[src/rtl/tcp_option_parser_core_assert.svh]
// assertion macros for the tcp option parser
`ifndef TCP_OPTION_PARSER_CORE_ASSERT_SVH
`define TCP_OPTION_PARSER_CORE_ASSERT_SVH

// property must hold at every clock edge outside reset
`define TCPOP_ASSERT(label, prop, msg) \
    label: assert property (@(posedge clk) disable iff (!rst_n) prop) else $error(msg);

// condition must never be true outside reset
`define TCPOP_NEVER(label, cond, msg) \
    label: assert property (@(posedge clk) disable iff (!rst_n) !(cond)) else $error(msg);

`endif

[src/rtl/tcpop_pkg.sv]
// shared types, option codes and helpers of the tcp option parser
package tcpop_pkg;

    localparam logic [7:0] KIND_END    = 8'd0;
    localparam logic [7:0] KIND_NOOP   = 8'd1;
    localparam logic [7:0] KIND_MSS    = 8'd2;
    localparam logic [7:0] KIND_WS     = 8'd3;
    localparam logic [7:0] KIND_SACKOK = 8'd4;
    localparam logic [7:0] KIND_TS     = 8'd8;

    localparam logic [15:0] DEFAULT_MSS_RESET = 16'd1460;

    localparam int OUT_DATA_W = 64;

    typedef enum logic [2:0] {
        OP_NONE = 3'd0,
        OP_WS   = 3'd1,
        OP_SACK = 3'd2,
        OP_MSS  = 3'd3,
        OP_TS   = 3'd4
    } op_t;

    // one command from the parser to the state update
    typedef struct packed {
        logic        conn_start;
        logic        last;
        logic        malformed;
        op_t         op;
        logic [31:0] value;
    } cmd_t;

    function automatic logic [7:0] expected_len(input logic [7:0] kind);
        logic [7:0] len;
        unique case (kind)
            KIND_MSS:    len = 8'd4;
            KIND_WS:     len = 8'd3;
            KIND_SACKOK: len = 8'd2;
            KIND_TS:     len = 8'd10;
            default:     len = 8'd0;
        endcase
        return len;
    endfunction

    function automatic op_t kind_to_op(input logic [7:0] kind);
        op_t op;
        unique case (kind)
            KIND_MSS:    op = OP_MSS;
            KIND_WS:     op = OP_WS;
            KIND_SACKOK: op = OP_SACK;
            KIND_TS:     op = OP_TS;
            default:     op = OP_NONE;
        endcase
        return op;
    endfunction

endpackage

[src/rtl/tcp_option_parser_core.sv]
// tcp option parser: one option byte per beat, one result beat per header
// the last byte's command passes through the command queue; the result register is loaded when it is popped
// throughput: one byte per cycle while the command queue is not full; the command queue absorbs output stalls
// the command queue's fill sets the byte rate, the result register the result rate
// rst_n is asynchronous, active low: parse and connection state cleared, default mss 1460
module tcp_option_parser_core
    import tcpop_pkg::*;
#(
    parameter int QUEUE_DEPTH = 4
)
(
    input  logic                  clk,
    input  logic                  rst_n,
    input  logic                  cfg_wr_en,
    input  logic [15:0]           cfg_wr_data,
    input  logic                  s_tvalid,
    output logic                  s_tready,
    input  logic [7:0]            s_tdata,  // option_byte
    input  logic                  s_tlast,  // last_byte
    input  logic                  s_tuser,  // conn_start
    output logic                  m_tvalid,
    input  logic                  m_tready,
    // peer_wscale, sack_permitted, mss_seen, effective_mss, ts_seen, ts_recent, malformed
    output logic [OUT_DATA_W-1:0] m_tdata
);

    logic in_fire;
    logic push;
    cmd_t push_cmd;
    logic full;
    logic pop;
    cmd_t head_cmd;
    logic empty;

    assign s_tready = !full;
    assign in_fire  = s_tvalid && s_tready;

    tcpop_front u_front (
        .clk         (clk),
        .rst_n       (rst_n),
        .in_fire     (in_fire),
        .option_byte (s_tdata),
        .last_byte   (s_tlast),
        .conn_start  (s_tuser),
        .push        (push),
        .cmd         (push_cmd)
    );

    tcpop_fifo #(
        .DEPTH (QUEUE_DEPTH)
    ) u_fifo (
        .clk      (clk),
        .rst_n    (rst_n),
        .push     (push),
        .push_cmd (push_cmd),
        .full     (full),
        .pop      (pop),
        .head_cmd (head_cmd),
        .empty    (empty)
    );

    tcpop_back u_back (
        .clk         (clk),
        .rst_n       (rst_n),
        .cfg_wr_en   (cfg_wr_en),
        .cfg_wr_data (cfg_wr_data),
        .empty       (empty),
        .head_cmd    (head_cmd),
        .pop         (pop),
        .m_tvalid    (m_tvalid),
        .m_tready    (m_tready),
        .m_tdata     (m_tdata)
    );

endmodule

[src/rtl/tcpop_fifo.sv]
// command queue between the option parser and the state update
module tcpop_fifo
    import tcpop_pkg::*;
#(
    parameter int DEPTH = 4
)
(
    input  logic clk,
    input  logic rst_n,
    input  logic push,
    input  cmd_t push_cmd,
    output logic full,
    input  logic pop,
    output cmd_t head_cmd,
    output logic empty
);

    localparam int PTR_W = (DEPTH > 1) ? $clog2(DEPTH) : 1;
    localparam int CNT_W = $clog2(DEPTH + 1);

    cmd_t             mem_reg [DEPTH];
    logic [PTR_W-1:0] wr_ptr_reg, wr_ptr_next;
    logic [PTR_W-1:0] rd_ptr_reg, rd_ptr_next;
    logic [CNT_W-1:0] count_reg, count_next;

    assign full     = (count_reg == CNT_W'(DEPTH));
    assign empty    = (count_reg == '0);
    assign head_cmd = mem_reg[rd_ptr_reg];

    always_comb
    begin
        wr_ptr_next = wr_ptr_reg;
        rd_ptr_next = rd_ptr_reg;
        count_next  = count_reg;
        if (push)
        begin
            wr_ptr_next = (wr_ptr_reg == PTR_W'(DEPTH - 1)) ? '0 : wr_ptr_reg + 1'b1;
        end
        if (pop)
        begin
            rd_ptr_next = (rd_ptr_reg == PTR_W'(DEPTH - 1)) ? '0 : rd_ptr_reg + 1'b1;
        end
        if (push && !pop)
        begin
            count_next = count_reg + 1'b1;
        end
        else if (pop && !push)
        begin
            count_next = count_reg - 1'b1;
        end
    end

    always_ff @(posedge clk or negedge rst_n)
    begin
        if (!rst_n)
        begin
            wr_ptr_reg <= '0;
            rd_ptr_reg <= '0;
            count_reg  <= '0;
        end
        else
        begin
            wr_ptr_reg <= wr_ptr_next;
            rd_ptr_reg <= rd_ptr_next;
            count_reg  <= count_next;
        end
    end

    always_ff @(posedge clk)
    begin
        if (push)
        begin
            mem_reg[wr_ptr_reg] <= push_cmd;
        end
    end

`include "tcp_option_parser_core_assert.svh"

    `TCPOP_NEVER(a_fifo_overflow, push && full && !pop, "push into full queue")
    `TCPOP_NEVER(a_fifo_underflow, pop && empty, "pop from empty queue")
    `TCPOP_ASSERT(a_fifo_count, count_reg <= CNT_W'(DEPTH), "queue count out of range")

endmodule

[src/rtl/tcpop_front.sv]
// option byte parser: walks the option area and emits update commands
module tcpop_front
    import tcpop_pkg::*;
(
    input  logic       clk,
    input  logic       rst_n,
    input  logic       in_fire,
    input  logic [7:0] option_byte,
    input  logic       last_byte,
    input  logic       conn_start,
    output logic       push,
    output cmd_t       cmd
);

    typedef enum logic [3:0] {
        PH_KIND  = 4'b0001,
        PH_LEN   = 4'b0010,
        PH_DATA  = 4'b0100,
        PH_DRAIN = 4'b1000
    } phase_t;

    phase_t      phase_reg, phase_next;
    logic [7:0]  kind_reg, kind_next;
    logic [7:0]  left_reg, left_next;
    logic [31:0] accum_reg, accum_next;
    logic        len_ok_reg, len_ok_next;
    logic        bad_reg, bad_next;
    logic        apply;
    logic        apply_ok;

    always_comb
    begin
        phase_next  = phase_reg;
        kind_next   = kind_reg;
        left_next   = left_reg;
        accum_next  = accum_reg;
        len_ok_next = len_ok_reg;
        bad_next    = bad_reg;
        apply       = 1'b0;

        unique case (phase_reg)
            PH_KIND:
            begin
                if (option_byte != KIND_END && option_byte != KIND_NOOP)
                begin
                    kind_next  = option_byte;
                    phase_next = PH_LEN;
                end
            end
            PH_LEN:
            begin
                if (option_byte < 8'd2)
                begin
                    bad_next   = 1'b1;
                    phase_next = PH_DRAIN;
                end
                else
                begin
                    len_ok_next = (option_byte == expected_len(kind_reg));
                    left_next   = option_byte - 8'd2;
                    accum_next  = '0;
                    if (option_byte == 8'd2)
                    begin
                        apply      = 1'b1;
                        phase_next = PH_KIND;
                    end
                    else
                    begin
                        phase_next = PH_DATA;
                    end
                end
            end
            PH_DATA:
            begin
                // only the tsval part of a timestamp is kept
                if (kind_reg != KIND_TS || left_reg > 8'd4)
                begin
                    accum_next = {accum_reg[23:0], option_byte};
                end
                left_next = left_reg - 8'd1;
                if (left_reg == 8'd1)
                begin
                    apply      = 1'b1;
                    phase_next = PH_KIND;
                end
            end
            PH_DRAIN:
            begin
            end
            default:
            begin
                phase_next = PH_KIND;
            end
        endcase

        apply_ok = apply && len_ok_next;

        cmd.conn_start = conn_start;
        cmd.last       = last_byte;
        cmd.malformed  = bad_next || phase_next == PH_LEN || phase_next == PH_DATA;
        cmd.op         = apply_ok ? kind_to_op(kind_reg) : OP_NONE;
        cmd.value      = accum_next;

        push = in_fire && (conn_start || last_byte || apply_ok);

        // header end resets the parse but not the connection state
        if (last_byte)
        begin
            phase_next  = PH_KIND;
            kind_next   = '0;
            left_next   = '0;
            accum_next  = '0;
            len_ok_next = 1'b0;
            bad_next    = 1'b0;
        end
    end

    always_ff @(posedge clk or negedge rst_n)
    begin
        if (!rst_n)
        begin
            phase_reg  <= PH_KIND;
            kind_reg   <= '0;
            left_reg   <= '0;
            accum_reg  <= '0;
            len_ok_reg <= 1'b0;
            bad_reg    <= 1'b0;
        end
        else if (in_fire)
        begin
            phase_reg  <= phase_next;
            kind_reg   <= kind_next;
            left_reg   <= left_next;
            accum_reg  <= accum_next;
            len_ok_reg <= len_ok_next;
            bad_reg    <= bad_next;
        end
    end

`include "tcp_option_parser_core_assert.svh"

    `TCPOP_ASSERT(a_data_has_bytes, phase_reg == PH_DATA |-> left_reg != 8'd0, "data phase with no bytes left")
    `TCPOP_ASSERT(a_drain_is_bad, phase_reg == PH_DRAIN |-> bad_reg, "drain without malformed mark")

endmodule

[src/rtl/tcpop_back.sv]
// connection state update and result register
module tcpop_back
    import tcpop_pkg::*;
(
    input  logic                  clk,
    input  logic                  rst_n,
    input  logic                  cfg_wr_en,
    input  logic [15:0]           cfg_wr_data,
    input  logic                  empty,
    input  cmd_t                  head_cmd,
    output logic                  pop,
    output logic                  m_tvalid,
    input  logic                  m_tready,
    output logic [OUT_DATA_W-1:0] m_tdata
);

    logic [15:0] dflt_mss_reg;
    logic [7:0]  wscale_reg, wscale_next;
    logic        sack_reg, sack_next;
    logic        mss_flag_reg, mss_flag_next;
    logic [15:0] mss_reg, mss_next;
    logic        ts_flag_reg, ts_flag_next;
    logic [31:0] ts_reg, ts_next;
    logic        valid_reg, valid_next;
    logic [OUT_DATA_W-1:0] data_reg, data_next;
    logic        out_free;

    assign out_free = !valid_reg || m_tready;
    assign pop      = !empty && (!head_cmd.last || out_free);
    assign m_tvalid = valid_reg;
    assign m_tdata  = data_reg;

    always_comb
    begin
        wscale_next   = wscale_reg;
        sack_next     = sack_reg;
        mss_flag_next = mss_flag_reg;
        mss_next      = mss_reg;
        ts_flag_next  = ts_flag_reg;
        ts_next       = ts_reg;

        if (head_cmd.conn_start)
        begin
            wscale_next   = '0;
            sack_next     = 1'b0;
            mss_flag_next = 1'b0;
            mss_next      = dflt_mss_reg;
            ts_flag_next  = 1'b0;
            ts_next       = '0;
        end

        unique case (head_cmd.op)
            OP_WS:   wscale_next = head_cmd.value[7:0];
            OP_SACK: sack_next = 1'b1;
            OP_MSS:
            begin
                mss_flag_next = 1'b1;
                if (mss_next > head_cmd.value[15:0])
                begin
                    mss_next = head_cmd.value[15:0];
                end
            end
            OP_TS:
            begin
                ts_flag_next = 1'b1;
                ts_next      = head_cmd.value;
            end
            default:
            begin
            end
        endcase

        data_next = {4'd0, head_cmd.malformed, ts_next, ts_flag_next, mss_next,
                     mss_flag_next, sack_next, wscale_next};

        valid_next = valid_reg;
        if (pop && head_cmd.last)
        begin
            valid_next = 1'b1;
        end
        else if (m_tready)
        begin
            valid_next = 1'b0;
        end
    end

    always_ff @(posedge clk or negedge rst_n)
    begin
        if (!rst_n)
        begin
            dflt_mss_reg <= DEFAULT_MSS_RESET;
            wscale_reg   <= '0;
            sack_reg     <= 1'b0;
            mss_flag_reg <= 1'b0;
            mss_reg      <= DEFAULT_MSS_RESET;
            ts_flag_reg  <= 1'b0;
            ts_reg       <= '0;
            valid_reg    <= 1'b0;
        end
        else
        begin
            if (cfg_wr_en)
            begin
                dflt_mss_reg <= cfg_wr_data;
            end
            if (pop)
            begin
                wscale_reg   <= wscale_next;
                sack_reg     <= sack_next;
                mss_flag_reg <= mss_flag_next;
                mss_reg      <= mss_next;
                ts_flag_reg  <= ts_flag_next;
                ts_reg       <= ts_next;
            end
            valid_reg <= valid_next;
        end
    end

    always_ff @(posedge clk)
    begin
        if (pop && head_cmd.last)
        begin
            data_reg <= data_next;
        end
    end

`include "tcp_option_parser_core_assert.svh"

    `TCPOP_NEVER(a_result_overrun, pop && head_cmd.last && valid_reg && !m_tready, "result overwritten while stalled")
    `TCPOP_ASSERT(a_mss_flag_after_mss, pop && head_cmd.op == OP_MSS |=> mss_flag_reg, "mss flag not set")

endmodule
[config.mk]
export PLATFORM = sky130hd
export DESIGN_NAME = tcp_option_parser_core
export DESIGN_NICKNAME = d
export VERILOG_FILES = /design/src/rtl/tcpop_pkg.sv /design/src/rtl/tcp_option_parser_core.sv /design/src/rtl/tcpop_fifo.sv /design/src/rtl/tcpop_front.sv /design/src/rtl/tcpop_back.sv
export VERILOG_INCLUDE_DIRS = /design/src /design/src/rtl
export SDC_FILE = /design/constraint.sdc
export NUM_CORES = 1
export LEC_CHECK = 0
export BUFFER_PORTS_ARGS = -buffer_cell sky130_fd_sc_hd__buf_2
export CAP_MARGIN = 20
export CORE_MARGIN = 5
export CORE_UTILIZATION = 30
export CTS_CLUSTER_SIZE = 12
export DETAILED_ROUTE_END_ITERATION = 16
export PLACE_DENSITY = 0.5
export RECOVER_POWER = 25
export SLEW_MARGIN = 10
export SYNTH_ARGS = -nofsm -noshare
export SYNTH_HDL_FRONTEND = slang
export SYNTH_SLANG_ARGS = --single-unit
[constraint.sdc]
create_clock -name clk -period 5.8 [get_ports clk]
set_clock_uncertainty 0.05 [all_clocks]
set_input_delay 1.74 -clock clk [delete_from_list [all_inputs] [get_ports clk]]
set_output_delay 1.74 -clock clk [all_outputs]
set_load 0.01 [all_outputs]
==> flow_metrics.py <==
metrics = {
    "timing": {
        "hold_viol": 0,
        "fmax_mhz": 192,
        "rsz0062_at_grt": "no",
        "finalMaxSlewViolations": 88,
        "worst-slew-pin-transition_ns": 3.39,
        "slew_headroom_pct": -126,
        "period_share_pct": 89.9,
        "holdWs_ns": 0.422,
        "setup_viol": 0,
        "finalSetupTns_ns": 0,
        "min_period_ns": 5.21,
    },
    "critical_path": {
        "cp_top_family": "multiplexers",
        "reg2regPathDepth": 9,
        "cp_common_cell": "mux2_2",
        "critical_path_arrival_ns": 5.46,
        "critical_path_buf_inv_count": 0,
        "r2r_end": "u_back.m_tdata[24]",
        "slowest_delay_ns": 0.93,
        "rr_startpoint": "u_fifo.rd_ptr_reg[1]",
        "critical_path.max_fanout": 25,
        "required_ns": 6.04,
        "critPathKind": "reg -> reg",
        "start_kind": "register",
        "r2r_slack_ns": 0.59,
        "endpoint_kind": "register",
        "crit_chain": "mux2i_1 > mux2_1 > mux2_2 > ha_1 > nand4_1 > o41ai_1 > nor2_2 > nand2b_1 > mux2_2",
        "cp_slowest_cell": "mux2_1",
    },
    "cells_and_area": {
        "largest_reg_flops": 152,
        "diodes": 0,
        "n_fill_cell": 5048,
        "drive_above_1_share_pct": 22.7,
        "syn2layout_area_growth_pct": 15.8,
        "fin_nets": 1329,
        "postLayoutCoreUtil_pct": 35.1,
        "final_area_sq_um": 18000,
    },
    "synthesis": {
        "synth_edf_count": 212,
        "synthCells": 1193,
        "mappedNetlistArea_sq_um": 15500,
        "yosysUniqueCellTypes": 70,
        "ys_seq_area_share_pct": 63.2,
        "synth-seq-cells": 349,
        "syn_avg_cell_area_sq_um": 13.0,
        "ys_async_sr_fraction_pct": 39.3,
        "yosys_warnings": 0,
        "ys.flop_type": "edfxtp_1",
    },
    "pwr": {
        "p_total_mw": 10.2,
        "peakVddDrop_mv": 0.315,
        "p_per_area_nw_per_um2": 570,
        "static-leakage-power_nw": 6.97,
    },
    "clock_tree": {
        "clk_latency_ns": 0.54,
        "clkSinkCount": 349,
        "clkTransAtPathRegs_ns": 0.06,
        "htree_levels": 2,
        "cts_resized": 0,
        "root_buffer": "clkbuf_16",
        "cts-buffers-inserted": 41,
        "post_cts_buffers": 0,
        "cts_tree": "built",
        "ctsHoldBuffers": 0,
        "clockBufferDepth": 3,
    },
    "global_routing": {
        "grt_overflow_total": 0,
        "grt_usage_pct": 13.1,
        "first_global_vias": 9688,
        "antenna_found_initial": 0,
        "grt_start_max_net_pins": 84,
        "grt_pass1_wl_mm": 58.7,
    },
    "route": {
        "viasPerCell": 4.91,
        "drc": 0,
        "avgRoutedWirePerCell_um": 18.9,
        "drtAntennaViolNets": 0,
        "via_count": 9749,
        "drt-pass1-iter-count": 5,
        "drtIter0Drc": 718,
        "routed_wl_mm": 37.6,
    },
    "floorplan": {
        "chipWidth_um": 238,
        "dieArea_sq_um": 56400,
        "io_pins": 97,
        "start_util_pct": 30.3,
        "rows": 83,
        "core_sq_um": 51300,
        "fp.dieH_um": 238,
    },
    "min_path": {
        "whs_path_depth": 2,
        "worstHoldStart": "u_back.ts_reg[2]",
        "hold_path_end": "u_back.ts_reg[2]",
        "hold_path_class": "reg -> reg",
    },
    "place": {
        "place.port_buffers": 92,
        "place_area_sq_um": 16700,
        "dp_hpwl_mm": 24.3,
        "gp_congestion": 0.782,
    },
    "status": {
        "violations": "capacitance limit, slew limit",
        "outcome": "complete, but fails checks",
    },
    "run": {
        "maxCapViolCount": 2,
    },
}
-- how the worst max path moves through the flow --
stage | startpoint | end | depth (start not counted)
after floorplan | s_tdata[5] | u_fifo.mem_reg[3][0] | 6
after global placement | u_fifo.rd_ptr_reg[1] | u_back.m_tdata[21] | 9
after detailed placement | u_fifo.rd_ptr_reg[1] | u_back.m_tdata[19] | 9
after CTS | u_fifo.rd_ptr_reg[1] | u_back.m_tdata[22] | 9
after global routing | u_fifo.rd_ptr_reg[1] | u_back.m_tdata[22] | 9
final | u_fifo.rd_ptr_reg[1] | u_back.m_tdata[24] | 9
-- cells in the mapped netlist (all sizes together), types with 4 or more instances --
library cell	instances	area [sq um]
nand2b	5	46.3
dfrtp	124	3100
a21o	4	30.0
nand3	53	305
mux2	58	653
o211ai	8	95.1
edfxtp	212	6370
inv	29	109
a21oi	17	96.4
o21ai	82	414
a22o	42	368
nand2	250	938
mux2i	4	40.0
a22oi	18	135
a31oi	12	75.1
ha	26	325
a2bb2oi	9	78.8
dfstp	13	342
mux4	37	833
and2	18	113
nor3	10	61.3
xor2	7	61.3
nor2	26	105
nor4	7	71.3
nand4	6	37.5
buf	40	226
o31ai	5	47.5
clkbuf	36	135
-- worst reg2reg max path: stages (launching register included) --
cell      delay, ns
dfrtp_1        0.64
mux2i_1        0.26
mux2_1         0.93
mux2_2         0.46
ha_1           0.32
nand4_1        0.24
o41ai_1        0.80
nor2_2         0.10
nand2b_1       0.74
mux2_2         0.42
-- through the flow --
step	worst slack [ns]	instances
final	0.587	1984
after global routing	0.377	1984
after CTS	0.881	1984
after detailed placement	0.911	1908
after global placement	0.945	1908
after floorplan	1.50	1196
-- layer usage --
layer | vias to the layer above | part of all wire, % | track usage (%) | wire, um
li1 | 4544 | - | - | -
met3 | 48 | 5.0 | 2.55 | 1870
met4 | 0 | 2.1 | 3.78 | 776
met1 | 4930 | 48 | 19.2 | 18100
met5 | - | 0 | 0 | 0
met2 | 227 | 45 | 19.9 | 16800
-- power breakdown --
part | internal (mW) | total, mW | switching, mW
clock | 1.57 | 2.58 | 1.02
sequential | 3.56 | 3.91 | 0.347
combinational | 1.39 | 3.75 | 2.36
total | 6.52 | 10.2 | 3.73
-- final cells by class --
class                           count  area (sq um)  area share [%]
Sequential cell                   349          9810            54.6
Multi-Input combinational cell    742          5290            29.4
Clock buffer                       60          1160            6.45
Tap cell                          680           851            4.73
Timing Repair Buffer              108           573            3.19
Clock inverter                     16           188            1.04
Inverter                           29           109           0.605
-- cells by family after synthesis --
family          share of synthesized area (%)
flops                                    63.2
other cells                            0.0241
compound gates                           9.31
simple gates                             11.9
mux                                      9.83
buf+inv                                  3.03
fa+ha+maj                                2.22
xor+xnor                                0.564
-- cell usage in the layout, fill, tap and decap left out, types with 15 or more instances in the layout --
cell       instances
ha_1              26
o21ai_0           59
nand2_1          250
inv_1             28
a22o_1            42
dfrtp_1          123
buf_4             15
a21oi_1           17
clkbuf_16         43
edfxtp_1         212
o21ai_1           22
a22oi_1           18
mux4_2            37
buf_2             76
nand3_1           45
nor2_1            23
clkbuf_1          31
mux2_2            55
Power figures use the tool's default switching activity.
